File: src/rtl/lts_pkg.sv
`timescale 1ns / 1ps
`default_nettype none

package lts_pkg;

  localparam int STAT_W    = 32;
  localparam int SUM_W     = 64;
  localparam int CPU_W     = 10;
  localparam int LOAD_W    = 24;
  localparam int DIV_CNT_W = $clog2(SUM_W);

  // opcodes
  localparam logic [1:0] OP_RECORD = 2'd0;
  localparam logic [1:0] OP_REPORT = 2'd1;
  localparam logic [1:0] OP_CLEAR  = 2'd2;

  // register indexes (paddr[3:2])
  localparam logic [1:0] REG_CYCLE_MODE    = 2'd0;
  localparam logic [1:0] REG_CYCLES_PER_US = 2'd1;
  localparam logic [1:0] REG_TARGET_PERIOD = 2'd2;

  localparam logic [CPU_W-1:0]  CPU_RESET  = 10'd72;
  localparam logic [CPU_W-1:0]  MS_TO_US   = 10'd1000;
  localparam logic [14:0]       LOAD_SCALE = 15'd25600;
  localparam logic [LOAD_W-1:0] LOAD_MAX   = 24'hFFFFFF;

  typedef struct packed {
    logic              rec;
    logic              clr;
    logic [STAT_W-1:0] value;
  } lts_upd_t;

  typedef struct packed {
    logic [STAT_W-1:0] min_value;
    logic [STAT_W-1:0] max_value;
    logic [SUM_W-1:0]  sum_value;
    logic [STAT_W-1:0] count_value;
    logic [STAT_W-1:0] last_value;
  } lts_stats_t;

endpackage

`default_nettype wire

File: src/rtl/lts_div.sv
`timescale 1ns / 1ps
`default_nettype none

// Restoring divider, one quotient bit per cycle.
module lts_div (
  input  wire logic                       clk,
  input  wire logic                       rst,
  input  wire logic                       start,
  input  wire logic [lts_pkg::SUM_W-1:0]  dividend,
  input  wire logic [lts_pkg::STAT_W-1:0] divisor,
  output logic                            done,
  output logic      [lts_pkg::SUM_W-1:0]  quotient
);
  import lts_pkg::*;

  logic [SUM_W-1:0]     dq;
  logic [STAT_W-1:0]    rem;
  logic [STAT_W-1:0]    dvs;
  logic [DIV_CNT_W-1:0] cnt;
  logic                 run;
  logic [STAT_W:0]      rem_sh;
  logic [STAT_W:0]      rem_sub;
  logic                 ge;

  assign rem_sh   = {rem, dq[SUM_W-1]};
  assign ge       = rem_sh >= {1'b0, dvs};
  assign rem_sub  = rem_sh - {1'b0, dvs};
  assign quotient = dq;

  always_ff @(posedge clk) begin
    if (rst) begin
      run  <= 1'b0;
      done <= 1'b0;
      cnt  <= '0;
    end else begin
      done <= 1'b0;
      if (start) begin
        run <= 1'b1;
        cnt <= '0;
      end else if (run) begin
        cnt <= cnt + DIV_CNT_W'(1);
        if (cnt == {DIV_CNT_W{1'b1}}) begin
          run  <= 1'b0;
          done <= 1'b1;
        end
      end
    end
  end

  always_ff @(posedge clk) begin
    if (start) begin
      dq  <= dividend;
      rem <= '0;
      dvs <= divisor;
    end else if (run) begin
      dq  <= {dq[SUM_W-2:0], ge};
      rem <= ge ? rem_sub[STAT_W-1:0] : rem_sh[STAT_W-1:0];
    end
  end

endmodule

`default_nettype wire

File: src/rtl/lts_stats.sv
`timescale 1ns / 1ps
`default_nettype none

module lts_stats (
  input  wire logic                clk,
  input  wire logic                rst,
  input  wire lts_pkg::lts_upd_t   upd,
  output lts_pkg::lts_stats_t      stats
);
  import lts_pkg::*;

  always_ff @(posedge clk) begin
    if (rst || upd.clr) begin
      stats.min_value   <= '1;
      stats.max_value   <= '0;
      stats.sum_value   <= '0;
      stats.count_value <= '0;
      stats.last_value  <= '0;
    end else if (upd.rec) begin
      stats.last_value <= upd.value;
      if (upd.value < stats.min_value) begin
        stats.min_value <= upd.value;
      end
      if (upd.value > stats.max_value) begin
        stats.max_value <= upd.value;
      end
      stats.sum_value   <= stats.sum_value + {{(SUM_W-STAT_W){1'b0}}, upd.value};
      stats.count_value <= stats.count_value + STAT_W'(1);
    end
  end

endmodule

`default_nettype wire

File: src/rtl/loop_time_statistics.sv
`timescale 1ns / 1ps
`default_nettype none

// Channel   Handshake                 Contents
// s_axis    s_axis_tvalid/tready      one item: opcode, start and end stamps
// m_axis    m_axis_tvalid/tready      one result item per input item
// apb       psel/penable/pwrite       cycle_mode @0x0, cycles_per_us @0x4, target @0x8
//
// Each division of an item goes through the one shared restoring divider, up to
// six per item (average, four unit conversions, load).
// rst clears the statistics and loads register defaults.
// A finished result waits in the output register; the next item is taken meanwhile.
module loop_time_statistics (
  input  wire logic         clk,
  input  wire logic         rst,
  input  wire logic         s_axis_tvalid,
  output logic              s_axis_tready,
  input  wire logic [71:0]  s_axis_tdata,   // opcode[1:0], start_stamp[33:2], end_stamp[65:34]
  output logic              m_axis_tvalid,
  input  wire logic         m_axis_tready,
  output logic      [215:0] m_axis_tdata,   // min_us, avg_us, max_us, last_us, slack_time,
                                            // load_percent[183:160], n_samples[215:184]
  input  wire logic         psel,
  input  wire logic         penable,
  input  wire logic         pwrite,
  input  wire logic [3:0]   paddr,
  input  wire logic [31:0]  pwdata,
  output logic      [31:0]  prdata,
  output logic              pready
);
  import lts_pkg::*;

  typedef enum logic [5:0] {
    ST_IDLE   = 6'b000001,
    ST_SAMPLE = 6'b000010,
    ST_UPDATE = 6'b000100,
    ST_ISSUE  = 6'b001000,
    ST_WAIT   = 6'b010000,
    ST_DONE   = 6'b100000
  } state_t;

  typedef enum logic [2:0] {
    JOB_AVG  = 3'd0,
    JOB_MIN  = 3'd1,
    JOB_AVGC = 3'd2,
    JOB_MAX  = 3'd3,
    JOB_LAST = 3'd4,
    JOB_LOAD = 3'd5
  } job_t;

  state_t state, state_next;
  job_t   job, job_next;

  logic              cycle_mode;
  logic [CPU_W-1:0]  cycles_per_us;
  logic [STAT_W-1:0] target_period;

  logic [1:0]        op;
  logic [STAT_W-1:0] diff;
  logic [STAT_W-1:0] sample;
  logic [41:0]       ms_prod;
  logic [46:0]       load_prod;

  logic [STAT_W-1:0] avg_raw;
  logic [STAT_W-1:0] res_min;
  logic [STAT_W-1:0] res_avg;
  logic [STAT_W-1:0] res_max;
  logic [STAT_W-1:0] res_last;
  logic [LOAD_W-1:0] res_load;
  logic [STAT_W-1:0] slack;

  lts_upd_t   upd;
  lts_stats_t stats;

  logic              cnt_nz;
  logic              conv;
  logic [STAT_W-1:0] cpu_div;
  logic              use_div;
  logic [SUM_W-1:0]  div_dividend;
  logic [STAT_W-1:0] div_divisor;
  logic [STAT_W-1:0] direct_val;
  logic              div_start;
  logic              div_done;
  logic [SUM_W-1:0]  quotient;
  logic              res_wr;
  logic [STAT_W-1:0] res_val;
  logic [LOAD_W-1:0] load_sat;
  logic              out_load;
  logic              cfg_wr;

  // configuration port
  assign pready = 1'b1;
  assign cfg_wr = psel && penable && pwrite;

  always_ff @(posedge clk) begin
    if (rst) begin
      cycle_mode    <= 1'b1;
      cycles_per_us <= CPU_RESET;
      target_period <= '0;
    end else if (cfg_wr) begin
      case (paddr[3:2])
        REG_CYCLE_MODE:    cycle_mode    <= pwdata[0];
        REG_CYCLES_PER_US: cycles_per_us <= pwdata[CPU_W-1:0];
        REG_TARGET_PERIOD: target_period <= pwdata;
        default: ;
      endcase
    end
  end

  always_comb begin
    case (paddr[3:2])
      REG_CYCLE_MODE:    prdata = {31'b0, cycle_mode};
      REG_CYCLES_PER_US: prdata = {{(32-CPU_W){1'b0}}, cycles_per_us};
      REG_TARGET_PERIOD: prdata = target_period;
      default:           prdata = '0;
    endcase
  end

  // statistics and shared divider
  assign upd.rec   = (state == ST_UPDATE) && (op == OP_RECORD);
  assign upd.clr   = (state == ST_UPDATE) && (op == OP_CLEAR);
  assign upd.value = sample;

  lts_stats u_stats (
    .clk   (clk),
    .rst   (rst),
    .upd   (upd),
    .stats (stats)
  );

  lts_div u_div (
    .clk      (clk),
    .rst      (rst),
    .start    (div_start),
    .dividend (div_dividend),
    .divisor  (div_divisor),
    .done     (div_done),
    .quotient (quotient)
  );

  assign ms_prod   = {10'b0, diff} * {32'b0, MS_TO_US};
  assign load_prod = {15'b0, res_max} * {32'b0, LOAD_SCALE};
  assign cnt_nz    = stats.count_value != '0;
  assign conv      = cnt_nz && cycle_mode;
  assign cpu_div   = (cycles_per_us == '0) ? 32'd1
                                           : {{(STAT_W-CPU_W){1'b0}}, cycles_per_us};
  assign load_sat  = (quotient[SUM_W-1:LOAD_W] != '0) ? LOAD_MAX : quotient[LOAD_W-1:0];

  // operands of the current job
  always_comb begin
    use_div      = 1'b0;
    div_dividend = '0;
    div_divisor  = cpu_div;
    direct_val   = '0;
    case (job)
      JOB_AVG: begin
        use_div      = cnt_nz;
        div_dividend = stats.sum_value;
        div_divisor  = stats.count_value;
      end
      JOB_MIN: begin
        use_div      = conv;
        div_dividend = {32'b0, stats.min_value};
        direct_val   = cnt_nz ? stats.min_value : '0;
      end
      JOB_AVGC: begin
        use_div      = conv;
        div_dividend = {32'b0, avg_raw};
        direct_val   = cnt_nz ? avg_raw : '0;
      end
      JOB_MAX: begin
        use_div      = conv;
        div_dividend = {32'b0, stats.max_value};
        direct_val   = cnt_nz ? stats.max_value : '0;
      end
      JOB_LAST: begin
        use_div      = conv;
        div_dividend = {32'b0, stats.last_value};
        direct_val   = cnt_nz ? stats.last_value : '0;
      end
      JOB_LOAD: begin
        use_div      = target_period != '0;
        div_dividend = {17'b0, load_prod};
        div_divisor  = target_period;
      end
      default: ;
    endcase
  end

  always_comb begin
    case (job)
      JOB_AVG:  job_next = JOB_MIN;
      JOB_MIN:  job_next = JOB_AVGC;
      JOB_AVGC: job_next = JOB_MAX;
      JOB_MAX:  job_next = JOB_LAST;
      JOB_LAST: job_next = JOB_LOAD;
      default:  job_next = JOB_LOAD;
    endcase
  end

  assign out_load = (state == ST_DONE) && (!m_axis_tvalid || m_axis_tready);

  // sequencer
  always_comb begin
    state_next = state;
    div_start  = 1'b0;
    res_wr     = 1'b0;
    res_val    = direct_val;
    case (state)
      ST_IDLE: begin
        if (s_axis_tvalid) begin
          state_next = ST_SAMPLE;
        end
      end
      ST_SAMPLE: state_next = ST_UPDATE;
      ST_UPDATE: state_next = ST_ISSUE;
      ST_ISSUE: begin
        if (use_div) begin
          div_start  = 1'b1;
          state_next = ST_WAIT;
        end else begin
          res_wr     = 1'b1;
          state_next = (job == JOB_LOAD) ? ST_DONE : ST_ISSUE;
        end
      end
      ST_WAIT: begin
        if (div_done) begin
          res_wr     = 1'b1;
          res_val    = quotient[STAT_W-1:0];
          state_next = (job == JOB_LOAD) ? ST_DONE : ST_ISSUE;
        end
      end
      ST_DONE: begin
        if (out_load) begin
          state_next = ST_IDLE;
        end
      end
      default: state_next = ST_IDLE;
    endcase
  end

  assign s_axis_tready = (state == ST_IDLE);

  always_ff @(posedge clk) begin
    if (rst) begin
      state <= ST_IDLE;
      job   <= JOB_AVG;
    end else begin
      state <= state_next;
      if (state == ST_UPDATE) begin
        job <= JOB_AVG;
      end else if (res_wr) begin
        job <= job_next;
      end
    end
  end

  always_ff @(posedge clk) begin
    if (state == ST_IDLE && s_axis_tvalid) begin
      op   <= s_axis_tdata[1:0];
      diff <= s_axis_tdata[65:34] - s_axis_tdata[33:2];
    end
    if (state == ST_SAMPLE) begin
      sample <= cycle_mode ? diff : ms_prod[STAT_W-1:0];
    end
    if (res_wr) begin
      case (job)
        JOB_AVG:  avg_raw  <= res_val;
        JOB_MIN:  res_min  <= res_val;
        JOB_AVGC: res_avg  <= res_val;
        JOB_MAX:  res_max  <= res_val;
        JOB_LAST: res_last <= res_val;
        JOB_LOAD: res_load <= (state == ST_WAIT) ? load_sat : '0;
        default: ;
      endcase
    end
  end

  // output register
  assign slack = (target_period != '0 && res_max < target_period)
                 ? target_period - res_max : '0;

  always_ff @(posedge clk) begin
    if (rst) begin
      m_axis_tvalid <= 1'b0;
    end else if (out_load) begin
      m_axis_tvalid <= 1'b1;
    end else if (m_axis_tready) begin
      m_axis_tvalid <= 1'b0;
    end
  end

  always_ff @(posedge clk) begin
    if (out_load) begin
      m_axis_tdata <= {stats.count_value, res_load, slack, res_last,
                       res_max, res_avg, res_min};
    end
  end

endmodule

`default_nettype wire

File: config.mk
export PLATFORM = sky130hd
export DESIGN_NAME = loop_time_statistics
export DESIGN_NICKNAME = d
export VERILOG_FILES = /design/src/rtl/lts_pkg.sv /design/src/rtl/lts_div.sv /design/src/rtl/lts_stats.sv /design/src/rtl/loop_time_statistics.sv
export SDC_FILE = /design/constraint.sdc
export NUM_CORES = 2
export LEC_CHECK = 0
export BUFFER_PORTS_ARGS = -buffer_cell sky130_fd_sc_hd__buf_2
export CORE_MARGIN = 5
export CORE_UTILIZATION = 66
export DETAILED_ROUTE_END_ITERATION = 8
export PLACE_DENSITY = 0.86
export SYNTH_ARGS = -nofsm -noshare
export SYNTH_HDL_FRONTEND = slang
export SYNTH_HIERARCHICAL = 1
export SYNTH_SLANG_ARGS = --single-unit
File: constraint.sdc
create_clock -name clk -period 28 [get_ports clk]
set_input_delay 1.4 -clock clk [delete_from_list [all_inputs] [get_ports clk]]
set_output_delay 1.4 -clock clk [all_outputs]
set_load 0.1 [all_outputs]
=== After elaboration in Yosys (flattened, before gate mapping) ===
Cells that the tools add are included.

* Add/sub/neg operators: 6
* $mul: 2
* Magnitude comparators: 4
* Eq/ne operators: 18
* Muxes and demuxes: 35
* Bitwise gates (word level): 1
* Reduce and logical (&&, ||, !) cells: 36

{| class="wikitable"
|+ Operators by type and width
! kind !! number
|-
| $pmux 64 s6 || 1
|-
| $mux 32 || 8
|-
| $mux 64 || 2
|-
| $pmux 32 s4 || 1
|-
| $pmux 32 s3 || 1
|-
| $sub 32x32->32 || 3
|-
| $add 64x32->64 || 1
|-
| $lt 32x32->1 || 2
|-
| $pmux 32 s2 || 1
|-
| $reduce_bool 32->1 || 2
|-
| $reduce_bool 40->1 || 1
|-
| $mul 32x5->37 const B || 1
|-
| $pmux 6 s6 || 1
|-
| $ge 33x32->1 || 1
|-
| $add 32x1->32 const B || 1
|-
| $gt 32x32->1 || 1
|-
| $mul 32x7->29 const B || 1
|-
| $mux 6 || 5
|-
| $mux 24 || 1
|-
| $reduce_and 2->1 || 11
|-
| $eq 6x6->1 const B || 2
|-
| $pmux 3 s4 || 1
|-
| $logic_not 10->1 || 1
|-
| $mux 1 || 10
|-
| other kinds (27) || 42
|}

* Bits in registers: 847
* Input port bits: 115
* Output and inout port bits: 251
* Word-level logic and storage cells: 131

=== Longest topological paths before layout ===
* Word-level depth: 6
* Gate-level depth with buffers: 17
* Gate-level depth less buffers: 17

=== By module ===
The synthesis kept the hierarchy.

{| class="wikitable"
|+ Modules (own cells, without submodules)
! module !! times used !! cells each !! area each (um2) !! seq. area each (um2)
|-
| loop_time_statistics || 1 || 2,668 || 29,992.5 || 15,054.4
|-
| lts_stats || 1 || 1,281 || 10,845.4 || 3,843.7
|-
| lts_div || 1 || 683 || 7,343.3 || 3,683.5
|}

=== Worst setup path before layout ===
Ideal clock, no wire load.

* Path kind: in2reg
* Start: in m_axis_tready
* End: reg m_axis_tdata[0] (enable)
* Arrival: 10.980 ns
* Data required time: 27.182 ns
* Path slack: 16.203 ns
* Stages: 2
* Cells stage by stage: nand2b_1 > nor2b_1

* Longest elaborated chain between the ends: 2

{| class="wikitable"
|+ RTL lines
! item !! RTL line !! text
|-
| start, declared || loop_time_statistics.sv:20 || <nowiki>input wire logic m_axis_tready,</nowiki>
|-
| $logic_or 1x1->1 || loop_time_statistics.sv:201 || <nowiki>assign out_load = (state == ST_DONE) && (!m_axis_tvalid || m_axis_tready);</nowiki>
|-
| $logic_and 1x1->1 || loop_time_statistics.sv:201 ||
|-
| via out_load || loop_time_statistics.sv:88 || <nowiki>logic out_load;</nowiki>
|-
| end signal, assigned || loop_time_statistics.sv:295 || <nowiki>m_axis_tdata <= {stats.count_value, res_load, slack, res_last,</nowiki>
|-
| end, declared || loop_time_statistics.sv:21 || <nowiki>output logic [215:0] m_axis_tdata,</nowiki>
|}

The timed path passes the listed nets, and every way through them passes these cells.
A chain may end at the register's enable or synchronous reset.

=== Final worst setup path ===
* Start: reg diff[5]
* End: reg sample[31] (data pin)

* Longest elaborated chain between the ends: 2

{| class="wikitable"
|+ RTL lines
! item !! RTL line !! text
|-
| start, declared || loop_time_statistics.sv:59 || <nowiki>logic [STAT_W-1:0] diff;</nowiki>
|-
| start signal, assigned || loop_time_statistics.sv:261 || <nowiki>diff <= s_axis_tdata[65:34] - s_axis_tdata[33:2];</nowiki>
|-
| $mul 32x7->29 || loop_time_statistics.sv:141 || <nowiki>assign ms_prod = {10'b0, diff} * {32'b0, MS_TO_US};</nowiki>
|-
| $mux 32 || loop_time_statistics.sv:264 || <nowiki>sample <= cycle_mode ? diff : ms_prod[STAT_W-1:0];</nowiki>
|-
| end signal, assigned || loop_time_statistics.sv:264 ||
|-
| end, declared || loop_time_statistics.sv:60 || <nowiki>logic [STAT_W-1:0] sample;</nowiki>
|}

No other way between the ends.

==> summary.md <==
| Metric | Value |
|---|---|
| Core Util, Final | `0.7388` |
| Worst setup path category | `reg2reg` |
| R2R Path End | `sample[31]` |
| Number of buffers and inverters on the critical path | `2` |
| Instance area after placement | `50800 um2` |
| Input/output buffers | `356` |
| Path depth of the worst reg2reg path | `16` |
| Total number of clock tree sinks | `847` |
| H-tree depth reported by CTS | `3` |
| Final wirelength | `131600 um` |
| Class of the worst hold path | `reg2reg` |
| Distinct cells, synth | `99` |
| Synthesis-stage register bit count | `847` |
| Global router's overall resource usage | `0.3248` |
| Leading area contributor after synthesis | `sky130_fd_sc_hd__edfxtp_1` |
| Height of the chip | `280.2 um` |
| Cell occurring most often along the worst timing path | `sky130_fd_sc_hd__fa_1` |
| Starting utilization of the core area | `0.6626` |
| Initial DRC Count | `4422` |
| P_int | `2.493 mW` |
| Register clock-pin slew on the reported worst setup and hold paths | `0.07 ns` |
| Maximum fanout count along the critical path | `6` |
| Slew of the pin with the lowest slew margin | `1.321 ns` |
| Buffer levels on the longest clock path | `3` |
| Worst setup slack for register-to-register paths | `22.50 ns` |
| Via-to-Cell Ratio | `6.368` |
| Max-slew violations | `0` |
| Part of the total power dissipated in sequential elements | `0.370` |
| Clock insertion delay at the later pin of the skew report | `0.66 ns` |
| Number of cells on the worst hold path | `0` |
| Clock tree from TritonCTS | `done` |
| Cells after synthesis | `4632` |
| Clock Root Buffer | `sky130_fd_sc_hd__clkbuf_16` |
| Largest net degree at the start of global routing | `183` |
| Static leakage | `21.71 nW` |
| Global-route wire length before repair | `203200 um` |
| Number of DRC violations after detailed routing | `0` |
| Total of max-cap violations | `0` |
| Largest voltage drop on the vdd net | `0.00006823 V` |
| Area share of the largest cell type after synthesis | `0.3503` |
| Highest attainable clock frequency | `0.1818 GHz` |
| Final period util | `0.1964` |
| EDFF count, synth | `562` |
| Hold slack final | `0.4157 ns` |
| Setup TNS Final | `0 ns` |
| CP Launch Type | `flop` |
| Min Tclk post-route | `5.500 ns` |
| Number of nets produced by synthesis | `5217` |
| Number of nets still failing antenna checks after routing | `0` |
| Routed vias | `37950` |
| Number of antenna violations at the first check in global routing | `2` |
| Die W | `280.2 um` |
| Leading post-synthesis cells by cell area | `sky130_fd_sc_hd__edfxtp_1, sky130_fd_sc_hd__dfxtp_1, sky130_fd_sc_hd__ha_1, sky130_fd_sc_hd__fa_1, sky130_fd_sc_hd__inv_1` |
| Outcome | `complete, no violations` |
| Arr. time, crit path | `5.86 ns` |
| Worst endpoint required time | `28.36 ns` |
| Post-CTS Resized | `0` |
| Number of setup violations in the final report | `0` |
| Hold path endpoint | `m_axis_tdata[170]` |
| Delay of the slowest cell on the worst path | `0.55 ns` |
| Antenna fix cells | `0` |
| Final Wtd Congestion | `0.9490` |
| RSZ-0062 raised after global routing | `no` |
| Average cell area after synthesis | `10.40 um2` |
| Hold_sp | `res_load[10]` |
| Most frequent cells after synthesis | `sky130_fd_sc_hd__edfxtp_1, sky130_fd_sc_hd__inv_1, sky130_fd_sc_hd__nand2_1, sky130_fd_sc_hd__nor2_1, sky130_fd_sc_hd__ha_1` |
| DR WL/cell | `22.09 um` |
| Fraction of final layout cells sized beyond drive strength 1 | `0.1336` |
| Cell at the slowest stage of the critical path | `sky130_fd_sc_hd__fa_1` |
| Switching power as a share of total power | `0.3249` |
| Most used flip-flop cell after synthesis | `sky130_fd_sc_hd__edfxtp_1` |
| Leftover overflow at the end of global routing | `0` |
| Layout-stage area growth over the synthesis result | `11.50%` |
| DP HPWL | `94090 um` |
| Headroom to the max-slew limit | `0.1098` |
| Max FFs per register | `216` |
| Standard cell core area | `72710 um2` |
| Pwr/cell area | `68.74 nW/um2` |
| Sw power | `1.200 mW` |
| Area of the die | `78510 um2` |
| Post-CTS setup buffers | `0` |
| Post-synth ARST share | `0` |
| Clock power frac | `0.319` |
| Nets@finish | `5514` |
| Sequential element share of the synthesized area | `0.4687` |
| Startpoint of the most critical register-to-register path | `diff[5]` |
| Row count | `99` |
| Delay-heaviest family, CP | `adder cells` |
| Filler cell count | `4783` |
| Via count of the first global-routing pass | `36630` |
| Cell breakdown of the critical path | `inv_1, fa_1, fa_1, fa_1, fa_1, inv_1, ha_1, nand3_1, nor4_1, o2111ai_1, a41oi_1, a31oi_1, o21ai_0, a31oi_1, xnor2_1, o21ai_0` |
| Post-route cell area | `53720 um2` |
| Relative contribution of combinational cells to total power | `0.311` |
| Setup crit end kind | `flop` |
| Hold-fix buffers, CTS | `0` |
| Iteration count of the initial detailed-routing pass | `8` |
| Cell with the most instances after synthesis | `sky130_fd_sc_hd__edfxtp_1` |
| Worst-case clock skew | `0.03161 ns` |
| Register name with the most flops | `m_axis_tdata` |
| Number of placed I/O pins | `366` |
| Warnings, synthesis | `6` |
| Number of hold violations in the final report | `0` |
| Cell area after technology mapping | `48180 um2` |
| Cts bufs inserted | `86` |
## metrics by stage
| step | power [mW] | instances | setup WS, ns |
|---|---|---|---|
| 3_3_place_gp | 2.473 | 5800 | 22.63 |
| 4_1_cts | 3.690 | 5960 | 22.53 |
| 3_5_place_dp | 2.521 | 5800 | 22.58 |
| 5_1_grt | 3.922 | 5960 | 22.15 |
| 6_report | 3.693 | 5960 | 22.50 |
| 2_1_floorplan | 2.308 | 4632 | 16.20 |
## power by group through the flow
stage	clock, mW	sequential [mW]	combinational (mW)
floorplan	0	1.38	0.924
global placement	0	1.39	1.08
detailed placement	0	1.39	1.13
CTS	1.18	1.37	1.14
global route	1.24	1.37	1.31
finish	1.18	1.37	1.15
## layout make-up
type | instances | area [um2] | area share
Tap cell | 959 | 1200 | 0.02234
Clock inverter | 43 | 505.5 | 0.009409
Inverter | 468 | 1757 | 0.03270
Timing Repair Buffer | 396 | 2095 | 0.03899
Sequential cell | 847 | 22580 | 0.4204
Clock buffer | 117 | 2414 | 0.04493
Multi-Input combinational cell | 3130 | 23170 | 0.4313
## routing by layer
layer  up-vias  part of all wire  track usage
met5         -           0.00017     0.001832
met4         4             0.055       0.1501
met3       430             0.099      0.06374
met2      2176              0.47       0.5276
met1     18170              0.38       0.4257
li1      17170                 -            -
## kinds of logic after synthesis
group	share of synthesized area
adders and majority gates	0.1411
DFF	0.4687
buffers and inverters	0.05290
and+or+nand+nor	0.1289
xor gates and xnor gates	0.03236
muxes	0.03719
AOI/OAI and AO/OA	0.1388
other	0.00007783
## worst max path at each step
stage | start | end | slack [ns] | cells after the start
after floorplan | m_axis_tready | m_axis_tdata[0] | 16.20 | 2
after detailed placement | diff[6] | sample[31] | 22.58 | 16
after global routing | diff[6] | sample[31] | 22.15 | 16
final | diff[5] | sample[31] | 22.50 | 16
after CTS | diff[6] | sample[31] | 22.53 | 16
after global placement | diff[6] | sample[31] | 22.63 | 16
## cells in the final DEF (no fill, tap or decap), types with 12 or more instances in the layout
| cell type | n |
|---|---|
| sky130_fd_sc_hd__edfxtp_1 | 562 |
| sky130_fd_sc_hd__inv_1 | 468 |
| sky130_fd_sc_hd__nand2_1 | 406 |
| sky130_fd_sc_hd__nor2_1 | 402 |
| sky130_fd_sc_hd__buf_2 | 356 |
| sky130_fd_sc_hd__ha_1 | 348 |
| sky130_fd_sc_hd__dfxtp_1 | 284 |
| sky130_fd_sc_hd__a21oi_1 | 251 |
| sky130_fd_sc_hd__o21ai_0 | 164 |
| sky130_fd_sc_hd__fa_1 | 122 |
| sky130_fd_sc_hd__xnor2_1 | 103 |
| sky130_fd_sc_hd__nand3_1 | 102 |
| sky130_fd_sc_hd__mux2i_1 | 98 |
| sky130_fd_sc_hd__clkbuf_16 | 90 |
| sky130_fd_sc_hd__a21o_1 | 87 |
| sky130_fd_sc_hd__xor2_1 | 75 |
| sky130_fd_sc_hd__nand4_1 | 71 |
| sky130_fd_sc_hd__mux2_2 | 70 |
| sky130_fd_sc_hd__a22o_1 | 65 |
| sky130_fd_sc_hd__o31ai_1 | 59 |
| sky130_fd_sc_hd__and2_1 | 58 |
| sky130_fd_sc_hd__nor3_1 | 49 |
| sky130_fd_sc_hd__nor4_1 | 42 |
| sky130_fd_sc_hd__o21a_1 | 40 |
| sky130_fd_sc_hd__buf_4 | 39 |
| sky130_fd_sc_hd__a211oi_1 | 36 |
| sky130_fd_sc_hd__a221oi_1 | 35 |
| sky130_fd_sc_hd__o21bai_1 | 33 |
| sky130_fd_sc_hd__or3_1 | 30 |
| sky130_fd_sc_hd__and3_1 | 28 |
| sky130_fd_sc_hd__o211ai_1 | 26 |
| sky130_fd_sc_hd__nor2b_1 | 23 |
| sky130_fd_sc_hd__a31oi_1 | 23 |
| sky130_fd_sc_hd__a311oi_1 | 23 |
| sky130_fd_sc_hd__nand2b_1 | 22 |
| sky130_fd_sc_hd__clkbuf_1 | 21 |
| sky130_fd_sc_hd__a22oi_1 | 17 |
| sky130_fd_sc_hd__nor3b_1 | 13 |
| sky130_fd_sc_hd__or2_2 | 12 |
No activity file was read; power rests on OpenSTA's default activity.
